File: src/hw/rtl/mas_pkg.sv
// mas_pkg: shared types, constants and register codes for the mapped address space access block.
// Used by every module in hw/rtl except mas_ram. It has no dependencies.
package mas_pkg;

   localparam int MEM_BYTES = 65536;
   localparam int LANES     = 4;
   localparam int ADDR_W    = 16;
   localparam int DATA_W    = 32;
   localparam int LIMIT_W   = 17;
   localparam int CSR_IDX_W = 3;
   localparam int CSR_DAT_W = 32;

   localparam logic CMD_WRITE = 1'b1;

   localparam logic [1:0] SIZE_BYTE = 2'd0;
   localparam logic [1:0] SIZE_WORD = 2'd1;

   localparam int WC_EN0 = 0;
   localparam int WC_RD0 = 1;
   localparam int WC_WR0 = 2;
   localparam int WC_EN1 = 3;
   localparam int WC_RD1 = 4;
   localparam int WC_WR1 = 5;

   localparam logic [LIMIT_W-1:0] RAM_LIMIT_RESET = LIMIT_W'(65536);

   typedef enum logic [CSR_IDX_W-1:0] {
      REG_RAM_LIMIT      = 3'd0,
      REG_PRIMARY_SPACE  = 3'd1,
      REG_WIN0_START     = 3'd2,
      REG_WIN0_END       = 3'd3,
      REG_WIN1_START     = 3'd4,
      REG_WIN1_END       = 3'd5,
      REG_WINDOW_CONTROL = 3'd6
   } csr_index_type;

   typedef enum logic [1:0] {
      ST_CLEAR,
      ST_IDLE,
      ST_READ
   } state_type;

   typedef struct packed {
      logic [LIMIT_W-1:0] ram_limit;
      logic               primary_space;
      logic [ADDR_W-1:0]  win0_start;
      logic [ADDR_W-1:0]  win0_end;
      logic [ADDR_W-1:0]  win1_start;
      logic [ADDR_W-1:0]  win1_end;
      logic [5:0]         window_control;
   } cfg_type;

   typedef struct packed {
      logic clear;
      logic rd_go;
      logic wr_go;
      logic limited;
   } lane_ctl_type;

endpackage

File: src/hw/rtl/mas_decode.sv
// mas_decode: window compare for the primary space; decides whether the RAM limit applies.
// Depends on mas_pkg.
module mas_decode (
   input  mas_pkg::cfg_type                 cfg,
   input  logic [mas_pkg::ADDR_W-1:0]       addr,
   input  logic                             is_write,
   output logic                             limited
);

   logic hit0;
   logic hit1;
   logic pass0;
   logic pass1;
   logic bypass;

   always_comb begin
      hit0  = cfg.window_control[mas_pkg::WC_EN0] &&
              (addr >= cfg.win0_start) && (addr <= cfg.win0_end);
      hit1  = cfg.window_control[mas_pkg::WC_EN1] &&
              (addr >= cfg.win1_start) && (addr <= cfg.win1_end);
      pass0 = is_write ? cfg.window_control[mas_pkg::WC_WR0]
                       : cfg.window_control[mas_pkg::WC_RD0];
      pass1 = is_write ? cfg.window_control[mas_pkg::WC_WR1]
                       : cfg.window_control[mas_pkg::WC_RD1];
      // window 0 wins even when it denies the access
      if (hit0) begin
         bypass = pass0;
      end else if (hit1) begin
         bypass = pass1;
      end else begin
         bypass = 1'b0;
      end
      limited = cfg.primary_space && !bypass;
   end

endmodule

File: config.mk
export PLATFORM = sky130hd
export DESIGN_NAME = mas_decode
export DESIGN_NICKNAME = d
export VERILOG_FILES = /design/src/hw/rtl/mas_pkg.sv /design/src/hw/rtl/mas_decode.sv
export SDC_FILE = /design/constraint.sdc
export NUM_CORES = 1
export LEC_CHECK = 0
export BUFFER_PORTS_ARGS = -buffer_cell sky130_fd_sc_hd__buf_4
export CAP_MARGIN = 0
export CORE_ASPECT_RATIO = 0.7
export CORE_UTILIZATION = 35
export DETAILED_ROUTE_END_ITERATION = 8
export GPL_TIMING_DRIVEN = 0
export PLACE_DENSITY = 0.69
export SLEW_MARGIN = 10
export SYNTH_ARGS = -nofsm -noshare
export SYNTH_HDL_FRONTEND = slang
export SYNTH_SLANG_ARGS = --single-unit
File: constraint.sdc
create_clock -name vclk -period 5.5
set_input_delay 0.55 -clock vclk [all_inputs]
set_output_delay 0.55 -clock vclk [all_outputs]
set_load 0.02 [all_outputs]
==> results of run 1 <==
==> through the flow <==
step           total power [mW]  setup slack [ps]  hold slack (ps)
6_report                  0.158              2160             1450
5_1_grt                   0.184              2090             1480
3_5_place_dp              0.159              2180             1460
2_1_floorplan            0.0826              2380             1220
3_3_place_gp              0.155              2150             1470
4_1_cts                   0.161              2170             1460
==> layout by cell type (no fill, tap or decap), drive strengths merged <==
| master | synthesis | layout |
|---|---|---|
| a211oi | 3 | 3 |
| a21oi | 19 | 19 |
| a221oi | 2 | 2 |
| nor2b | 1 | 1 |
| nor2 | 4 | 4 |
| or3b | 1 | 1 |
| a31oi | 1 | 1 |
| or4 | 2 | 2 |
| a21o | 6 | 6 |
| nand2b | 3 | 3 |
| inv | 64 | 64 |
| o2bb2ai | 1 | 1 |
| nor3 | 2 | 2 |
| a41oi | 1 | 1 |
| a211o | 3 | 3 |
| nand2 | 12 | 12 |
| o21a | 2 | 2 |
| o21ai | 7 | 7 |
| nand3 | 5 | 5 |
| buf | 0 | 89 |
| mux2 | 2 | 2 |
| o2111ai | 1 | 1 |
| ha | 64 | 64 |
| a311oi | 1 | 1 |
| o21bai | 2 | 2 |
| o221a | 1 | 1 |
| and2 | 1 | 1 |
| o41ai | 2 | 2 |
| o211a | 1 | 1 |
| nand4 | 8 | 8 |
==> synth_stat cells (3+ instances only) <==
cell and number:
ha_1 64, inv_1 64, a21oi_1 19, nand2_1 12
nand4_1 8, o21ai_0 7, a21o_1 6, nand3_1 5
nor2_1 4, a211o_1 3, a211oi_1 3, nand2b_1 3
==> worst paths after layout <==
| path | end | depth (start not counted) | from | slack (ps) |
|---|---|---|---|---|
| max | limited | 8 | addr[14] | 2160 |
| min | limited | 4 | cfg[70] | 1450 |
==> final cells by class <==
cell class / count / area, um2 / area share (%)
Timing Repair Buffer: 89 / 668 / 28.4
Inverter: 64 / 240 / 10.2
Multi-Input combinational cell: 158 / 1380 / 58.5
Tap cell: 55 / 68.8 / 2.93
==> kinds of logic after synthesis <==
family                   count (synthesis)  share of synthesized area, %
multiplexers                             2                          1.39
AO/OA/AOI/OAI                           53                          21.8
buffers and inverters                   64                          14.9
AND/OR/NAND/NOR                         39                          12.4
adder cells (fa/ha/maj)                 64                          49.6
==> metal layers <==
layer  share of wire (%)  track usage, %  wire length, um
met4                   0               0                0
met5                   0               0                0
met2                  41            30.4             1760
met3                 7.0            2.38              299
met1                  52            26.5             2190
==> power by group through the flow <==
stage | sequential (mW) | combinational, mW | clock (mW)
floorplan | 0 | 0.0826 | 0
global placement | 0 | 0.155 | 0
detailed placement | 0 | 0.159 | 0
CTS | 0 | 0.161 | 0
global route | 0 | 0.184 | 0
finish | 0 | 0.158 | 0
==> results.json, run 1 <==
{
  "status": "complete, no violations",
  "pin_count": 106,
  "cts_resized": 0,
  "period_needed_ps": 3340,
  "first_pass_iters": 4,
  "synth.net_count": 391,
  "pwr-share-comb_pct": 100.0,
  "portBuffers": 89,
  "grt_pass1_wl_um": 7350,
  "intPower_mw": 0.0885,
  "area_growth_pct": 45.6,
  "p_sw_mw": 0.0699,
  "grt_pass1_vias": 1700,
  "timing_hold_violations_final": 0,
  "drive_above_1_share_pct": 29.6,
  "finish.utilization_pct": 53.7,
  "start_util_pct": 36.9,
  "relSlewSlack_pct": 77.1,
  "drtAntennaViolNets": 0,
  "crit_family": "simple AND/OR/NAND/NOR gates",
  "die-area_um2": 4900,
  "fmax_mhz": 299,
  "place_hpwl_um": 3990,
  "yosysTopAreaCellShare_pct": 49.6,
  "num-clock-buffers": 0,
  "p_leak_nw": 1.49,
  "antenna_found_initial": 0,
  "swShare_pct": 44.1,
  "ys_warn_count": 0,
  "totalWireLength_um": 4250,
  "vias_per_cell": 4.78,
  "seq_area_frac_synth_pct": 0,
  "place_area_um2": 2350,
  "ir_worst_vdd_mv": 0.0316,
  "worst_pin_slew_ps": 343,
  "fp.dieH_um": 58.8,
  "cp_cell_sequence": "buf_4 -> ha_1 -> nand4_1 -> or4_1 -> o221a_1 -> o211a_1 -> a311oi_1 -> buf_4",
  "post_cts_buffers": 0,
  "cp-start-kind": "primary input",
  "power_frac_clock_pct": 0,
  "end_kind": "primary output",
  "die_width_um": 83.2,
  "stdcell_count": 366,
  "finalSetupTns_ps": 0,
  "cts_hold_buf": 0,
  "powerDensity_nw_per_um2": 67.3,
  "synth_top_area_cell": "ha_1",
  "arrival_ps": 2790,
  "rows": 20,
  "dp.cells": 366,
  "coreArea_um2": 4380,
  "fin_nets": 482,
  "design_area_um2": 2350,
  "wl_per_cell_um": 11.6,
  "report.final.setup_viol": 0,
  "pwr-share-seq_pct": 0,
  "seq_cells": 0,
  "cp.required_ps": 4950,
  "grt_overflow": 0,
  "drc": 0,
  "worst_hold_path_type": "primary input to primary output",
  "synthTopCellsByArea": "ha_1 50%, inv_1 15%, a21oi_1 5.9%",
  "gp_congestion": 0.778,
  "cp_max_fo": 4,
  "ff_latch_area_um2": 0,
  "cp_slowest_cell": "or4_1",
  "grt_util_all_layers_pct": 18.2,
  "cp_num_buf_inv": 2,
  "grt_max_degree": 5,
  "antenna_cells": 0,
  "synth_cells": 222,
  "nFillCells": 456,
  "max_cap_violations": 0,
  "synth.distinct_cells": 29,
  "synth.cell_area_um2": 1620,
  "critical_path.max_stage_delay_ps": 650,
  "rsz0062_at_grt": "false",
  "num_vias": 1750,
  "drv_slew": 0,
  "timing.final.crit_share_pct": 60.8,
  "crit_path_frequent_cell": "buf_4",
  "drt_iter0_drc": 44,
  "crit_type": "primary input to primary output",
  "synth_area_per_cell_um2": 7.28
}
Note: power is estimated with default switching activity, not from simulation.
==> run 2: changes to the inputs <==
--- a/config.mk
+++ b/config.mk
@@ -11,7 +11,7 @@
 export CORE_UTILIZATION = 35
 export DETAILED_ROUTE_END_ITERATION = 8
 export GPL_TIMING_DRIVEN = 0
-export PLACE_DENSITY = 0.69
+export PLACE_DENSITY = 0.71
 export SLEW_MARGIN = 10
 export SYNTH_ARGS = -nofsm -noshare
 export SYNTH_HDL_FRONTEND = slang
==> constraint.sdc (replaced) <==
create_clock -name vclk -period 2.9
set_input_delay 0.29 -clock vclk [all_inputs]
set_output_delay 0.29 -clock vclk [all_outputs]
set_load 0.02 [all_outputs]
==> run 2 against run 1 <==
Compared with the run above: final area grew 0.16%; flip-flop and latch count is the same; total power grew 90%; global-route usage shrank 0.89 points; critical path type unchanged; sequential share of layout area is the same; die area is the same; highest routed layer unchanged; first-iteration DRC count shrank 43%; combinational power grew 91%; worst hold slack lost 520 ps; final cell count is the same; worst setup slack lost 2100 ps; critical endpoint unchanged.
==> results.json, run 2 (synthesis results as in run 1) <==
{
  "status": "complete, no violations",
  "vias_per_cell": 4.72,
  "pin_count": 106,
  "dp.cells": 366,
  "crit_type": "primary input to primary output",
  "design_area_um2": 2360,
  "cp.required_ps": 2610,
  "cp_slowest_cell": "or4_4",
  "grt_pass1_wl_um": 6990,
  "grt_util_all_layers_pct": 17.3,
  "fin_nets": 482,
  "seq_cells": 0,
  "crit_path_frequent_cell": "buf_4",
  "antenna_found_initial": 0,
  "place_hpwl_um": 3920,
  "critical_path.max_stage_delay_ps": 610,
  "num-clock-buffers": 0,
  "report.final.setup_viol": 0,
  "powerDensity_nw_per_um2": 128,
  "final_cell_mix": "89 x buf_4, 64 x inv_1, 64 x ha_1",
  "totalWireLength_um": 4240,
  "cts_hold_buf": 0,
  "wl_per_cell_um": 11.6,
  "place_area_um2": 2350,
  "drive_above_1_share_pct": 29.9,
  "timing.final.crit_share_pct": 97.6,
  "arrival_ps": 2540,
  "drt_iter0_drc": 25,
  "die_width_um": 83.2,
  "num_vias": 1728,
  "first_pass_iters": 4,
  "post_cts_buffers": 0,
  "cp-start-kind": "primary input",
  "portBuffers": 89,
  "cp_cell_sequence": "buf_4 -> ha_1 -> nand4_1 -> or4_4 -> o221a_1 -> o211a_1 -> a311oi_1 -> buf_4",
  "rsz0062_at_grt": "false",
  "drtAntennaViolNets": 0,
  "drv_slew": 0,
  "p_leak_nw": 1.49,
  "stdcell_count": 366,
  "cp_max_fo": 4,
  "grt_overflow": 0,
  "worst_hold_path_type": "primary input to primary output",
  "fp.dieH_um": 58.8,
  "max_cap_violations": 0,
  "end_kind": "primary output",
  "start_util_pct": 36.9,
  "ir_worst_vdd_mv": 0.0559,
  "drc": 0,
  "fin_total_pwr_mw": 0.301,
  "multiInputGateArea_um2": 1380,
  "period_needed_ps": 2830,
  "worst_pin_slew_ps": 443,
  "rows": 20,
  "cts_resized": 0,
  "timing_hold_violations_final": 0,
  "ff_latch_area_um2": 0,
  "coreArea_um2": 4380,
  "antenna_cells": 0,
  "finalSetupTns_ps": 0,
  "relSlewSlack_pct": 70.5,
  "nFillCells": 477,
  "grt_pass1_vias": 1662,
  "die-area_um2": 4900,
  "layout_commonest_cell": "buf_4",
  "area_growth_pct": 45.9,
  "grt_max_degree": 5,
  "fmax_mhz": 353,
  "gp_congestion": 0.802
}
[run 2: cell counts in the layout (fill, tap and decap cells not counted)]
Identical to the previous run, type by type.
[run 2: report_power, final]
part | switching, mW | total, mW | internal [mW]
combinational | 0.134 | 0.301 | 0.168
sequential | 0 | 0 | 0
clock | 0 | 0 | 0
[run 2: worst max-delay path, delay by kind of cell]
kind / cells / cell delay (ps)
AOI/OAI and AO/OA: 3 / 810
and+or+nand+nor: 2 / 790
buffers and inverters: 2 / 330
adders and majority gates: 1 / 320
[run 2: area by class of cell]
| cell class | instances | area share, % |
|---|---|---|
| well taps | 55 | 2.92 |
| inverters | 64 | 10.2 |
| repair buffers | 89 | 28.4 |
| multi-input cells | 158 | 58.5 |
[run 2: routing by layer]
metal	routed length, um	share of wire [%]	track usage, %
met1	2150	51	24.2
met2	1860	44	31.1
met3	228	5.4	1.26
met4	0	0	0
met5	0	0	0
[run 2: metrics by stage]
stage	hold slack (ps)	util [%]	setup slack, ps
6_report	927	53.8	70.1
3_3_place_gp	930	53.7	66.3
5_1_grt	967	53.8	10.9
3_5_place_dp	929	53.7	55.5
2_1_floorplan	699	-	304
4_1_cts	930	53.7	40.6
[run 2: path summary, 6_finish.rpt]
| check | from | endpoint | slack [ps] | cells after the start |
|---|---|---|---|---|
| max | addr[14] | limited | 70 | 8 |
| min | cfg[70] | limited | 930 | 4 |
==> run 3: changes to the inputs <==
==> constraint.sdc (replaced) <==
create_clock -name vclk -period 2.33
set_input_delay 0.233 -clock vclk [all_inputs]
set_output_delay 0.233 -clock vclk [all_outputs]
set_load 0.02 [all_outputs]
==> run 3 against run 2 <==
Compared with the run above: the run now ends with negative setup slack left; routed wire length rose by 4.4%; non-clock buffer count up 2; count of clock-buffer cells in the layout is the same; global-route usage increased by 1.2 points; total power up 38%; combinational power rose by 38%; core utilization increased by 4.2 points.
==> results.json, run 3 (synthesis results as in run 1) <==
{
  "worst_hold_path_type": "primary input to primary output",
  "antenna_cells": 0,
  "cp-start-kind": "primary input",
  "layout_commonest_cell": "buf_4",
  "grt_overflow": 0,
  "startpoint": "cfg[47]",
  "p_leak_nw": 1.51,
  "relSlewSlack_pct": 74.9,
  "pin_count": 106,
  "end_kind": "primary output",
  "drv_slew": 0,
  "cp_cell_sequence": "buf_4 -> inv_2 -> ha_4 -> nand4_1 -> or4_4 -> o221a_1 -> o211a_1 -> a311oi_2 -> buf_4",
  "drt_iter0_drc": 25,
  "report.final.setup_viol": 1,
  "fp.dieH_um": 58.8,
  "cp_max_fo": 2,
  "stdcell_count": 368,
  "cp-endpoint": "limited",
  "worst_pin_slew_ps": 371,
  "wl_per_cell_um": 12.0,
  "grt_util_all_layers_pct": 18.4,
  "grt_pass1_wl_um": 7400,
  "crit_path_frequent_cell": "buf_4",
  "grt_max_degree": 5,
  "drtAntennaViolNets": 0,
  "critical_path.max_stage_delay_ps": 580,
  "vias_per_cell": 4.79,
  "grt_pass1_vias": 1759,
  "cp.required_ps": 2100,
  "fmax_mhz": 413,
  "seq_cells": 0,
  "rsz0062_at_grt": "true",
  "portBuffers": 89,
  "die-area_um2": 4900,
  "num_vias": 1763,
  "dp.cells": 366,
  "period_needed_ps": 2420,
  "setup_ws_ps": -91.9,
  "finalSetupTns_ps": -91.9,
  "final_cell_mix": "81 x buf_4, 58 x inv_1, 56 x ha_1",
  "pre_cts_ws_ps": -326,
  "fin_nets": 484,
  "arrival_ps": 2190,
  "ir_worst_vdd_mv": 0.0762,
  "die_width_um": 83.2,
  "rows": 20,
  "violations": "negative setup slack",
  "cp_slowest_cell": "or4_4",
  "crit_family": "simple AND/OR/NAND/NOR gates",
  "gp_congestion": 0.831,
  "area_growth_pct": 57.2,
  "cp_num_buf_inv": 3,
  "drc": 0,
  "antenna_found_initial": 0,
  "drive_above_1_share_pct": 36.4,
  "crit_type": "primary input to primary output",
  "powerDensity_nw_per_um2": 163,
  "status": "complete, but fails checks",
  "nFillCells": 419,
  "first_pass_iters": 4,
  "num-clock-buffers": 0,
  "timing_hold_violations_final": 0,
  "coreArea_um2": 4380,
  "start_util_pct": 36.9,
  "totalWireLength_um": 4430,
  "max_cap_violations": 0,
  "whs_ps": 816,
  "path_depth": 9,
  "timing.final.crit_share_pct": 104,
  "ff_latch_area_um2": 0,
  "place_hpwl_um": 3870
}
[run 3: cell types whose count changed in the layout (fill, tap and decap cells not counted), sizes merged]
cell	delta
buf	+2
[run 3: worst min-delay path, delay by kind of cell]
family / cells / cell delay (ps)
compound gates: 1 / 40
buf+inv: 3 / 310
[run 3: how the worst min path moves through the flow]
stage	start	end	slack, ps	depth (start not counted)
2_1_floorplan	cfg[70]	limited	570	2
3_3_place_gp	cfg[70]	limited	810	4
3_5_place_dp	cfg[70]	limited	810	4
4_1_cts	cfg[70]	limited	820	4
5_1_grt	cfg[70]	limited	830	4
6_report	cfg[70]	limited	820	4
[run 3: power by group]
part / total [mW] / internal, mW / switching (mW)
combinational: 0.415 / 0.233 / 0.182
sequential: 0 / 0 / 0
clock: 0 / 0 / 0
total: 0.415 / 0.233 / 0.182
[run 3: per-layer routing]
layer | vias to the layer above | track usage (%) | wire [um]
met3 | 4 | 0.982 | 250
li1 | 959 | - | -
met2 | 62 | 31.5 | 1810
met5 | - | 0 | 0
met1 | 738 | 26.3 | 2290
met4 | 0 | 2.96 | 70
[run 3: layout make-up]
| cell class | count | area (um2) | share of cell area (%) |
|---|---|---|---|
| multi-input cells | 158 | 1510 | 59.3 |
| repair buffers | 91 | 724 | 28.5 |
| inverters | 64 | 240 | 9.46 |
| well taps | 55 | 68.8 | 2.71 |
[run 3: through the flow]
| step | cell area [um2] | power, mW | util [%] |
|---|---|---|---|
| after CTS | 2520 | 0.410 | 57.7 |
| after global routing | 2540 | 0.475 | 58.0 |
| after detailed placement | 2360 | 0.378 | 53.9 |
| final | 2540 | 0.415 | 58.0 |
| after global placement | 2360 | 0.368 | 53.9 |
| after floorplan | 1620 | 0.197 | - |
[run 3: repair_timing]
| action | CTS | global route |
|---|---|---|
| hold buffers | 0 | 0 |
| setup buffers | 2 | 0 |
| gates resized for setup | 28 | 3 |
| setup endpoints to repair | 1 | 1 |
| cloned | 0 | 0 |
| pin swaps | 9 | 3 |
