[config.mk]
export PLATFORM = sky130hd
export DESIGN_NAME = mas_merge
export DESIGN_NICKNAME = d
export VERILOG_FILES = /design/src/hw/rtl/mas_pkg.sv /design/src/hw/rtl/mas_merge.sv
export SDC_FILE = /design/constraint.sdc
export NUM_CORES = 1
export LEC_CHECK = 0
export ABC_CLOCK_PERIOD_IN_PS = 1450
export BUFFER_PORTS_ARGS = -buffer_cell sky130_fd_sc_hd__buf_2
export CORE_MARGIN = 1.5
export CORE_UTILIZATION = 42
export DETAILED_ROUTE_END_ITERATION = 8
export PLACE_DENSITY = 0.95
export SLEW_MARGIN = 25
export SYNTH_ARGS = -nofsm -noshare
export SYNTH_HDL_FRONTEND = slang
export SYNTH_SLANG_ARGS = --single-unit
[constraint.sdc]
create_clock -name vclk -period 1.45
set_input_delay 0.29 -clock vclk [all_inputs]
set_output_delay 0.29 -clock vclk [all_outputs]
set_load 0.1 [all_outputs]
[src/hw/rtl/mas_pkg.sv]
// mas_pkg: shared types, constants and register codes for the mapped address space access block.
// Used by every module in hw/rtl except mas_ram. It has no dependencies.
package mas_pkg;

   localparam int MEM_BYTES = 65536;
   localparam int LANES     = 4;
   localparam int ADDR_W    = 16;
   localparam int DATA_W    = 32;
   localparam int LIMIT_W   = 17;
   localparam int CSR_IDX_W = 3;
   localparam int CSR_DAT_W = 32;

   localparam logic CMD_WRITE = 1'b1;

   localparam logic [1:0] SIZE_BYTE = 2'd0;
   localparam logic [1:0] SIZE_WORD = 2'd1;

   localparam int WC_EN0 = 0;
   localparam int WC_RD0 = 1;
   localparam int WC_WR0 = 2;
   localparam int WC_EN1 = 3;
   localparam int WC_RD1 = 4;
   localparam int WC_WR1 = 5;

   localparam logic [LIMIT_W-1:0] RAM_LIMIT_RESET = LIMIT_W'(65536);

   typedef enum logic [CSR_IDX_W-1:0] {
      REG_RAM_LIMIT      = 3'd0,
      REG_PRIMARY_SPACE  = 3'd1,
      REG_WIN0_START     = 3'd2,
      REG_WIN0_END       = 3'd3,
      REG_WIN1_START     = 3'd4,
      REG_WIN1_END       = 3'd5,
      REG_WINDOW_CONTROL = 3'd6
   } csr_index_type;

   typedef enum logic [1:0] {
      ST_CLEAR,
      ST_IDLE,
      ST_READ
   } state_type;

   typedef struct packed {
      logic [LIMIT_W-1:0] ram_limit;
      logic               primary_space;
      logic [ADDR_W-1:0]  win0_start;
      logic [ADDR_W-1:0]  win0_end;
      logic [ADDR_W-1:0]  win1_start;
      logic [ADDR_W-1:0]  win1_end;
      logic [5:0]         window_control;
   } cfg_type;

   typedef struct packed {
      logic clear;
      logic rd_go;
      logic wr_go;
      logic limited;
   } lane_ctl_type;

endpackage

[src/hw/rtl/mas_merge.sv]
// mas_merge: rotates the four lane bytes back into access order for the read beat.
// Depends on mas_pkg.
module mas_merge (
   input  logic [7:0]                 lane_byte [mas_pkg::LANES],
   input  logic [1:0]                 base,
   output logic [mas_pkg::DATA_W-1:0] rdata
);

   logic [1:0] sel [mas_pkg::LANES];

   always_comb begin
      for (int k = 0; k < mas_pkg::LANES; k++) begin
         sel[k] = base + 2'(k);
         rdata[8*k +: 8] = lane_byte[sel[k]];
      end
   end

endmodule

==> results of run 1 <==
-- cells in the mapped netlist --
| cell | instances | area [um^2] |
|---|---|---|
| buf_4 | 2 | 15.01 |
| buf_12 | 2 | 40.04 |
| mux4_2 | 29 | 653.1 |
| buf_6 | 4 | 45.04 |
| mux4_1 | 3 | 78.83 |
-- repair_timing --
| action | in CTS | in global routing |
|---|---|---|
| endpoints found under the setup margin | 32 | 32 |
| setup buffers | 4 | 0 |
| cloned | 3 | 0 |
| resized for setup | 89 | 3 |
| hold buffers | 0 | 0 |
-- critical path: cells and delay by family --
family | cells | cell delay (ns)
muxes | 1 | 0.55
buffers and inverters | 3 | 0.43
-- area by class of cell --
class / count / area (um^2) / share of cell area (%)
well taps: 25 / 31.28 / 1.952
repair buffers: 82 / 850.8 / 53.08
multi-input cells: 32 / 720.7 / 44.96
-- worst paths after layout --
check / depth (start not counted) / from / to
max: 4 / base[0] / rdata[3]
min: 3 / lane_byte[23] / rdata[23]
-- power by group through the flow --
stage	clock network (mW)	logic, mW	registers (mW)
floorplan	0	0.933	0
detailed placement	0	1.09	0
CTS	0	1.32	0
global route	0	1.38	0
finish	0	1.35	0
global placement	0	1.08	0
-- stage by stage --
step | utilization (%) | hold WS, ns
2_1_floorplan | - | 1.145
3_3_place_gp | 65.90 | 1.306
3_5_place_dp | 65.90 | 1.315
4_1_cts | 88.19 | 1.134
5_1_grt | 88.96 | 1.144
6_report | 88.96 | 1.130
-- kinds of logic after synthesis --
| group | after synthesis | synth area share (%) |
|---|---|---|
| buf+inv | 8 | 12.03 |
| mux | 32 | 87.97 |
-- routing by layer --
layer | global-route usage [%] | vias to the layer above
met5 | 0 | -
met4 | 12.78 | 0
met3 | 5.283 | 10
met2 | 56.76 | 51
met1 | 33.25 | 461
li1 | - | 366
==> results.yml, run 1 <==
run_status:
  status: "finished, violations left"
  failed_checks: "negative setup slack"
detailed_routing:
  m1WireLength_um: 1007
  wl_um: 3280
  wl_met3_um: 177
  drt-pass1-iter-count: 4
  drt_iter0_drc: 12
  dr_total_vias: 888
  vias_per_cell: 6.388
  top_layer: "met4"
  route.met2.wl_um: 1966
  wl_per_cell_um: 23.60
  drc: 0
  ant_nets: 0
placement:
  hpwlAfterDp_um: 1809
  dp_slack_ns: -0.2929
  place_inst: 132
  gp_congestion: 0.6980
  io_buffers: 66
  placed_area_mm2: 0.001187
floorplan:
  core_mm2: 0.001802
  initial_core_util_pct: 46.18
  num_rows: 15
  ios: 66
  die_width_um: 47.51
  die-area_mm2: 0.002257
  die_h_um: 47.51
critical_path:
  worst_ep_arrival_time_ns: 1.28
  crit_type: "in -> out"
  cp_slowest_cell: "mux4_2"
  path_cells: "buf_12, buf_12, mux4_2, buf_12"
  slowest_delay_ns: 0.55
  start_kind: "input port"
  crit_required_ns: 1.16
  cp_max_fo: 8
  end_kind: "output port"
  path_common_cell: "buf_12"
power_and_ir_drop:
  power.internal_mw: 0.4533
  clockPowerShare_pct: 0
  p_leak_nw: 0.6837
  p_per_area_mw_per_mm2: 841.7
  vdd.ir_drop.worst_mv: 0.7028
  seqPwrFrac_pct: 0
  total_switching_power_mw: 0.8958
  swShare_pct: 66.40
  p_total_mw: 1.349
  combPwrFrac_pct: 100.0
layout:
  syn_to_final_growth_pct: 92.63
  final_cell_count_no_fill: 139
  regArea_um2: 0
  clkbuf_count: 0
  layout_common_cells: "mux4_2, buf_2, buf_6"
  final_nets: 150
  design_area_mm2: 0.001603
  nFillCells: 80
  n_antenna_cell: 0
  design.seq.count: 0
  drive_above_1_share_pct: 100.0
synth:
  synth_cell_types: 5
  yosysWarnings: 0
  synth_nets: 74
  synthCells: 40
  synth-seq-area-share_pct: 0
  syn_area_per_cell_um2: 20.80
  netlist_area_um2: 832.0
timing:
  drv_slew: 0
  hold_viol: 0
  fin_setup_tns_ns: -2.597
  setup_viol: 32
  relSlewSlack_pct: 85.98
  rsz0062_at_grt: "true"
  max_freq_ghz: 0.6364
  fin_ws_ns: -0.1214
  period_share_pct: 108.4
  worst_pin_slew_ns: 0.2107
  period_needed_ns: 1.571
global_routing:
  gr-total-overflow: 0
  antenna_found_initial: 0
  grt_pass1_vias: 920
  grt.total_usage_pct: 30.28
  grt_pass1_wl_um: 4609
  grt_max_degree: 10
run:
  max_cap_viol_count: 0
min_path:
  hold_class: "in -> out"
(Power assumes the default switching activity.)
==> run 2, diff against run 1 <==
--- a/config.mk
+++ b/config.mk
@@ -5,12 +5,14 @@
 export SDC_FILE = /design/constraint.sdc
 export NUM_CORES = 1
 export LEC_CHECK = 0
+export ABC_AREA = 1
 export ABC_CLOCK_PERIOD_IN_PS = 1450
 export BUFFER_PORTS_ARGS = -buffer_cell sky130_fd_sc_hd__buf_2
-export CORE_MARGIN = 1.5
-export CORE_UTILIZATION = 42
+export CORE_MARGIN = 2
+export CORE_UTILIZATION = 45
 export DETAILED_ROUTE_END_ITERATION = 8
 export PLACE_DENSITY = 0.95
+export RECOVER_POWER = 25
 export SLEW_MARGIN = 25
 export SYNTH_ARGS = -nofsm -noshare
 export SYNTH_HDL_FRONTEND = slang
==> run 2 against run 1 <==
  * The run now fails in clock tree synthesis (4_1_cts)
  * Synthesized cell count rose to 5.7 times the previous value
  * Area after synthesis increased by 19%
==> results.yml, run 2 <==
synth:
  yosys-top-cells-area: "nand2_1, nand3_1, inv_1, buf_6, buf_4"
  synth_cell_types: 9
  synth_nets: 262
  netlist_area_um2: 988.4
  synthCells: 228
  synth_top_area_share_pct: 55.06
  yosysWarnings: 0
  post-synth-top-count-cell: "nand2_1"
  synth_top_area_cell: "nand2_1"
  syn_area_per_cell_um2: 4.335
  ys_top_cells_by_count: "nand2_1, inv_1, nand3_1"
  synth-seq-area-share_pct: 0
run_status:
  stop_stage: "clock tree synthesis (4_1_cts)"
  tool.error: "[ERROR DPL-0033] detailed placement checks failed during check placement."
  status: "stopped before the end"
placement:
  placed_area_mm2: 0.001928
  hpwlAfterDp_um: 3842
  io_buffers: 66
  place_inst: 319
  gp_congestion: 0.9033
clock_network:
  post-cts-setup-buffer-count: 0
  ctsResizeCount: 12
  holdBufCountCts: 0
floorplan:
  die_width_um: 50.87
  initial_core_util_pct: 48.89
  ios: 66
  die_h_um: 50.87
  num_rows: 16
==> run 2: cell count changes after synthesis, sizes merged <==
cell,delta
nand2,+150
buf,+4
nand3,+32
inv,+34
mux4,-32
==> run 2: stage by stage <==
step | hold slack [ns] | utilization, % | worst slack, ns | setup TNS (ns)
2_1_floorplan | 0.9591 | - | -0.02709 | -0.02709
3_3_place_gp | 1.076 | 95.36 | -0.05000 | -0.5453
3_5_place_dp | 1.087 | 95.36 | -0.1427 | -1.954
==> run 2: logic make-up after synthesis <==
group / share of synthesized area, %
buf+inv: 24.56
simple gates: 75.44
==> run 3, diff against run 2 <==
--- a/config.mk
+++ b/config.mk
@@ -8,10 +8,10 @@
 export ABC_AREA = 1
 export ABC_CLOCK_PERIOD_IN_PS = 1450
 export BUFFER_PORTS_ARGS = -buffer_cell sky130_fd_sc_hd__buf_2
-export CORE_MARGIN = 2
-export CORE_UTILIZATION = 45
+export CORE_AREA = 2 2 63 65
 export DETAILED_ROUTE_END_ITERATION = 8
-export PLACE_DENSITY = 0.95
+export DIE_AREA = 0 0 65 67
+export PLACE_DENSITY_LB_ADDON = 0.15
 export RECOVER_POWER = 25
 export SLEW_MARGIN = 25
 export SYNTH_ARGS = -nofsm -noshare
==> run 3 against run 2 <==
  * The run now ends clean
  * Synthesized cell count did not move
  * Area after synthesis unchanged
==> results.yml, run 3 <==
detailed_routing:
  drt-pass1-iter-count: 4
  ant_nets: 0
  wl_um: 3638
  wl_per_cell_um: 10.61
  dr_total_vias: 1484
  drt_iter0_drc: 31
  vias_per_cell: 4.327
  drc: 0
power_and_ir_drop:
  vdd.ir_drop.worst_mv: 0.3131
  p_leak_nw: 1.245
  p_per_area_mw_per_mm2: 739.5
  p_total_mw: 1.571
placement:
  dp_slack_ns: -0.09694
  gp_congestion: 0.7468
  hpwlAfterDp_um: 2732
  place_inst: 339
  io_buffers: 66
min_path:
  hold_class: "in -> out"
  hold_end: "rdata[0]"
  holdPathStages: 6
  worstHoldStart: "lane_byte[24]"
layout:
  syn_to_final_growth_pct: 114.9
  nFillCells: 354
  layout_common_cells: "nand2_1, inv_1, nand2_2, buf_2, buf_12"
  final_common_cell: "nand2_1"
  final_cell_count_no_fill: 343
  final_nets: 331
  clkbuf_count: 0
  drive_above_1_share_pct: 47.80
  n_antenna_cell: 0
  multi_input_area_mm2: 0.001001
  regArea_um2: 0
  design.seq.count: 0
timing:
  fin_ws_ns: 0.04303
  hold_viol: 0
  worst_pin_slew_ns: 0.2075
  period_needed_ns: 1.407
  setup_viol: 0
  hold_slack_ns: 1.071
  period_share_pct: 97.03
  drv_slew: 0
  relSlewSlack_pct: 86.20
  max_freq_ghz: 0.7107
  rsz0062_at_grt: "true"
critical_path:
  end_kind: "output port"
  crit_required_ns: 1.16
  worst_ep_arrival_time_ns: 1.12
  crit_type: "in -> out"
  cp_max_fo: 8
  start_kind: "input port"
synth:
  syn_area_per_cell_um2: 4.335
  synthCells: 228
  synth-seq-area-share_pct: 0
  netlist_area_um2: 988.4
  yosysWarnings: 0
  synth_top_area_cell: "nand2_1"
  synth_cell_types: 9
  post-synth-top-count-cell: "nand2_1"
  synth_top_area_share_pct: 55.06
  ys_top_cells_by_count: "nand2_1, inv_1, nand3_1"
  yosys-top-cells-area: "nand2_1, nand3_1, inv_1, buf_6, buf_4"
  synth_nets: 262
global_routing:
  grt_pass1_wl_um: 5816
  antenna_found_initial: 0
  gr-total-overflow: 0
  grt.total_usage_pct: 16.02
  grt_pass1_vias: 1379
  grt_max_degree: 19
run:
  max_cap_viol_count: 0
floorplan:
  initial_core_util_pct: 27.41
  die_h_um: 67
  num_rows: 22
  die-area_mm2: 0.004355
  ios: 66
  die_width_um: 65
  core_mm2: 0.003606
run_status:
  status: "complete, no violations"
run 3: cell counts after synthesis:
No cell type changed its count.
run 3: cell type report:
cell class | count | area share, %
timing repair buffer | 78 | 43.23
tap | 48 | 2.827
inverter | 34 | 6.832
multi-input combinational | 183 | 47.11
run 3: worst max-delay path by stage:
stage / from / to / slack [ns] / cells past startpoint
finish: base[0] / rdata[26] / 0.04 / 8
global route: base[0] / rdata[26] / -0.004 / 8
CTS: base[1] / rdata[24] / 0.005 / 6
detailed placement: base[0] / rdata[26] / -0.1 / 7
global placement: base[0] / rdata[26] / -0.08 / 7
floorplan: base[0] / rdata[14] / -0.03 / 7
run 3: repair_timing:
item / in CTS / in global routing
hold endpoints to repair: 0 / 0
pin swaps: 3 / 9
endpoints found under the setup margin: 17 / 24
hold buffers: 0 / 0
gates cloned: 1 / 1
resized for setup: 5 / 33
setup buffers: 0 / 2
run 3: layer usage:
metal	vias to the layer above	global-route usage, %	routed length (um)
met2	34	31.83	1871
li1	810	-	-
met1	640	19.90	1625
met4	0	0	0
met3	0	0.8446	141
met5	-	0	0
run 3: logic make-up after synthesis:
kind of cell / Yosys count / share of synthesized area, %
buf+inv: 46 / 24.56
simple gates: 182 / 75.44
run 3: power by group:
part	internal [mW]	switching, mW
Combinational	0.521	1.05
Clock	0	0
Sequential	0	0
run 3: worst max-delay path: stages:
cell and delay (ns):
buf_12 0.11, clkinv_8 0.08, buf_4 0.14, nand2_1 0.05
nand2_1 0.09, nand2_1 0.13, nand2_4 0.06, buf_12 0.16
run 3: stage by stage:
| stage | setup TNS, ns | util, % | cell area [um^2] |
|---|---|---|---|
| 3_5_place_dp | -0.7630 | 55.03 | 1984 |
| 5_1_grt | -0.005509 | 58.92 | 2125 |
| 4_1_cts | 0 | 56.38 | 2033 |
| 3_3_place_gp | -0.4882 | 55.03 | 1984 |
| 6_report | 0 | 58.92 | 2125 |
| 2_1_floorplan | -0.02709 | - | 1114 |
==> run 4, diff against run 3 <==
--- a/config.mk
+++ b/config.mk
@@ -5,7 +5,6 @@
 export SDC_FILE = /design/constraint.sdc
 export NUM_CORES = 1
 export LEC_CHECK = 0
-export ABC_AREA = 1
 export ABC_CLOCK_PERIOD_IN_PS = 1450
 export BUFFER_PORTS_ARGS = -buffer_cell sky130_fd_sc_hd__buf_2
 export CORE_AREA = 2 2 63 65
==> run 4 against run 3 <==
  * Highest routed layer unchanged
  * Largest cell class is now non-clock buffers
  * First-iteration DRC count unchanged
  * Setup slack worse by 0.17 ns
  * Worst hold slack better by 0.050 ns
  * Final cell count down 52%
  * Die area unchanged
  * The flow now finishes with violations (negative setup slack)
  * Global-route usage down 4.5 points
  * Sequential cell count unchanged
  * Critical endpoint is now rdata[0]
  * Non-clock buffer count up 8
  * Sequential share of layout area unchanged
==> results.yml, run 4 (same netlist as run 1, synthesis figures left out) <==
run_status:
  status: "finished, violations left"
  failed_checks: "negative setup slack"
layout:
  n_antenna_cell: 0
  multi_input_area_um2: 720.7
  syn_to_final_growth_pct: 104.8
  final_cell_count_no_fill: 166
  drive_above_1_share_pct: 100.0
  final_nets: 154
  nFillCells: 319
  fin_util_pct: 47.26
  design.seq.count: 0
  regArea_um2: 0
  design_area_mm2: 0.001704
  layout_common_cells: "mux4_2, buf_2, buf_6"
  clkbuf_count: 0
timing:
  rsz0062_at_grt: "true"
  hold_viol: 0
  fin_ws_ns: -0.1275
  period_needed_ns: 1.578
  period_share_pct: 108.8
  hold_slack_ns: 1.121
  drv_slew: 0
  worst_pin_slew_ns: 0.2056
  relSlewSlack_pct: 86.32
  setup_viol: 32
  max_freq_ghz: 0.6339
  fin_setup_tns_ns: -2.772
critical_path:
  crit_required_ns: 1.16
  cp_max_fo: 7
  start_kind: "input port"
  end_kind: "output port"
  worst_ep_arrival_time_ns: 1.29
  crit_type: "in -> out"
floorplan:
  initial_core_util_pct: 23.07
  num_rows: 22
  die-area_mm2: 0.004355
  ios: 66
  die_h_um: 67
  core_mm2: 0.003606
  die_width_um: 65
placement:
  place_inst: 154
  io_buffers: 66
  dp_slack_ns: -0.2994
  hpwlAfterDp_um: 1784
  placed_area_mm2: 0.001209
  gp_congestion: 0.7421
detailed_routing:
  drt-pass1-iter-count: 3
  wl_um: 2495
  dr_total_vias: 840
  vias_per_cell: 5.060
  drc: 0
  wl_per_cell_um: 15.03
  drt_iter0_drc: 31
  ant_nets: 0
power_and_ir_drop:
  swShare_pct: 64.63
  power.internal_mw: 0.4807
  seqPwrFrac_pct: 0
  vdd.ir_drop.worst_mv: 0.2507
  p_per_area_mw_per_mm2: 797.5
  p_leak_nw: 0.7190
  total_switching_power_mw: 0.8783
  clockPowerShare_pct: 0
  p_total_mw: 1.359
  combPwrFrac_pct: 100.0
min_path:
  hold_class: "in -> out"
global_routing:
  grt_pass1_wl_um: 4036
  grt.total_usage_pct: 11.47
  grt_pass1_vias: 841
  gr-total-overflow: 0
  antenna_found_initial: 0
  grt_max_degree: 11
run:
  max_cap_viol_count: 0
==> run 4: cell types whose count changed in the layout (fill, tap and decap cells not counted), sizes merged <==
cell    change
mux4       +32
inv        -33
clkinv      -1
buf         +8
nand3      -32
nand2     -151
==> run 4: timing repair <==
action | CTS | global route
endpoints found under the setup margin | 32 | 32
setup buffers | 7 | 2
resized for setup | 97 | 6
gates cloned | 2 | 1
hold buffers | 0 | 0
pin swaps | 0 | 0
==> run 4: path summary, 6_finish.rpt <==
check                startpoint         to  slack (ns)  depth (start not counted)
hold / removal    lane_byte[10]  rdata[18]        1.12                          3
setup / recovery        base[1]   rdata[0]       -0.13                          6
==> run 4: cell type report <==
| type | count | area share, % |
|---|---|---|
| tap | 48 | 3.524 |
| timing repair buffer | 86 | 54.19 |
| multi-input combinational | 32 | 42.29 |
==> run 4: power by group through the flow <==
stage | sequential (mW) | clock [mW] | combinational, mW
5_1_grt | 0 | 0 | 1.40
2_1_floorplan | 0 | 0 | 0.933
3_5_place_dp | 0 | 0 | 1.09
4_1_cts | 0 | 0 | 1.34
6_report | 0 | 0 | 1.36
3_3_place_gp | 0 | 0 | 1.09
==> run 4: routing by layer <==
layer	up-vias	global-route usage, %	share of wire (%)
met5	-	0	0
met2	47	23.97	58
li1	365	-	-
met3	0	1.014	7.9
met1	428	13.21	34
met4	0	0	0
==> run 4: critical path, cell delays in order <==
cell	delay [ns]
buf_8	0.10
buf_12	0.13
buf_8	0.13
buf_6	0.11
mux4_2	0.32
buf_12	0.19
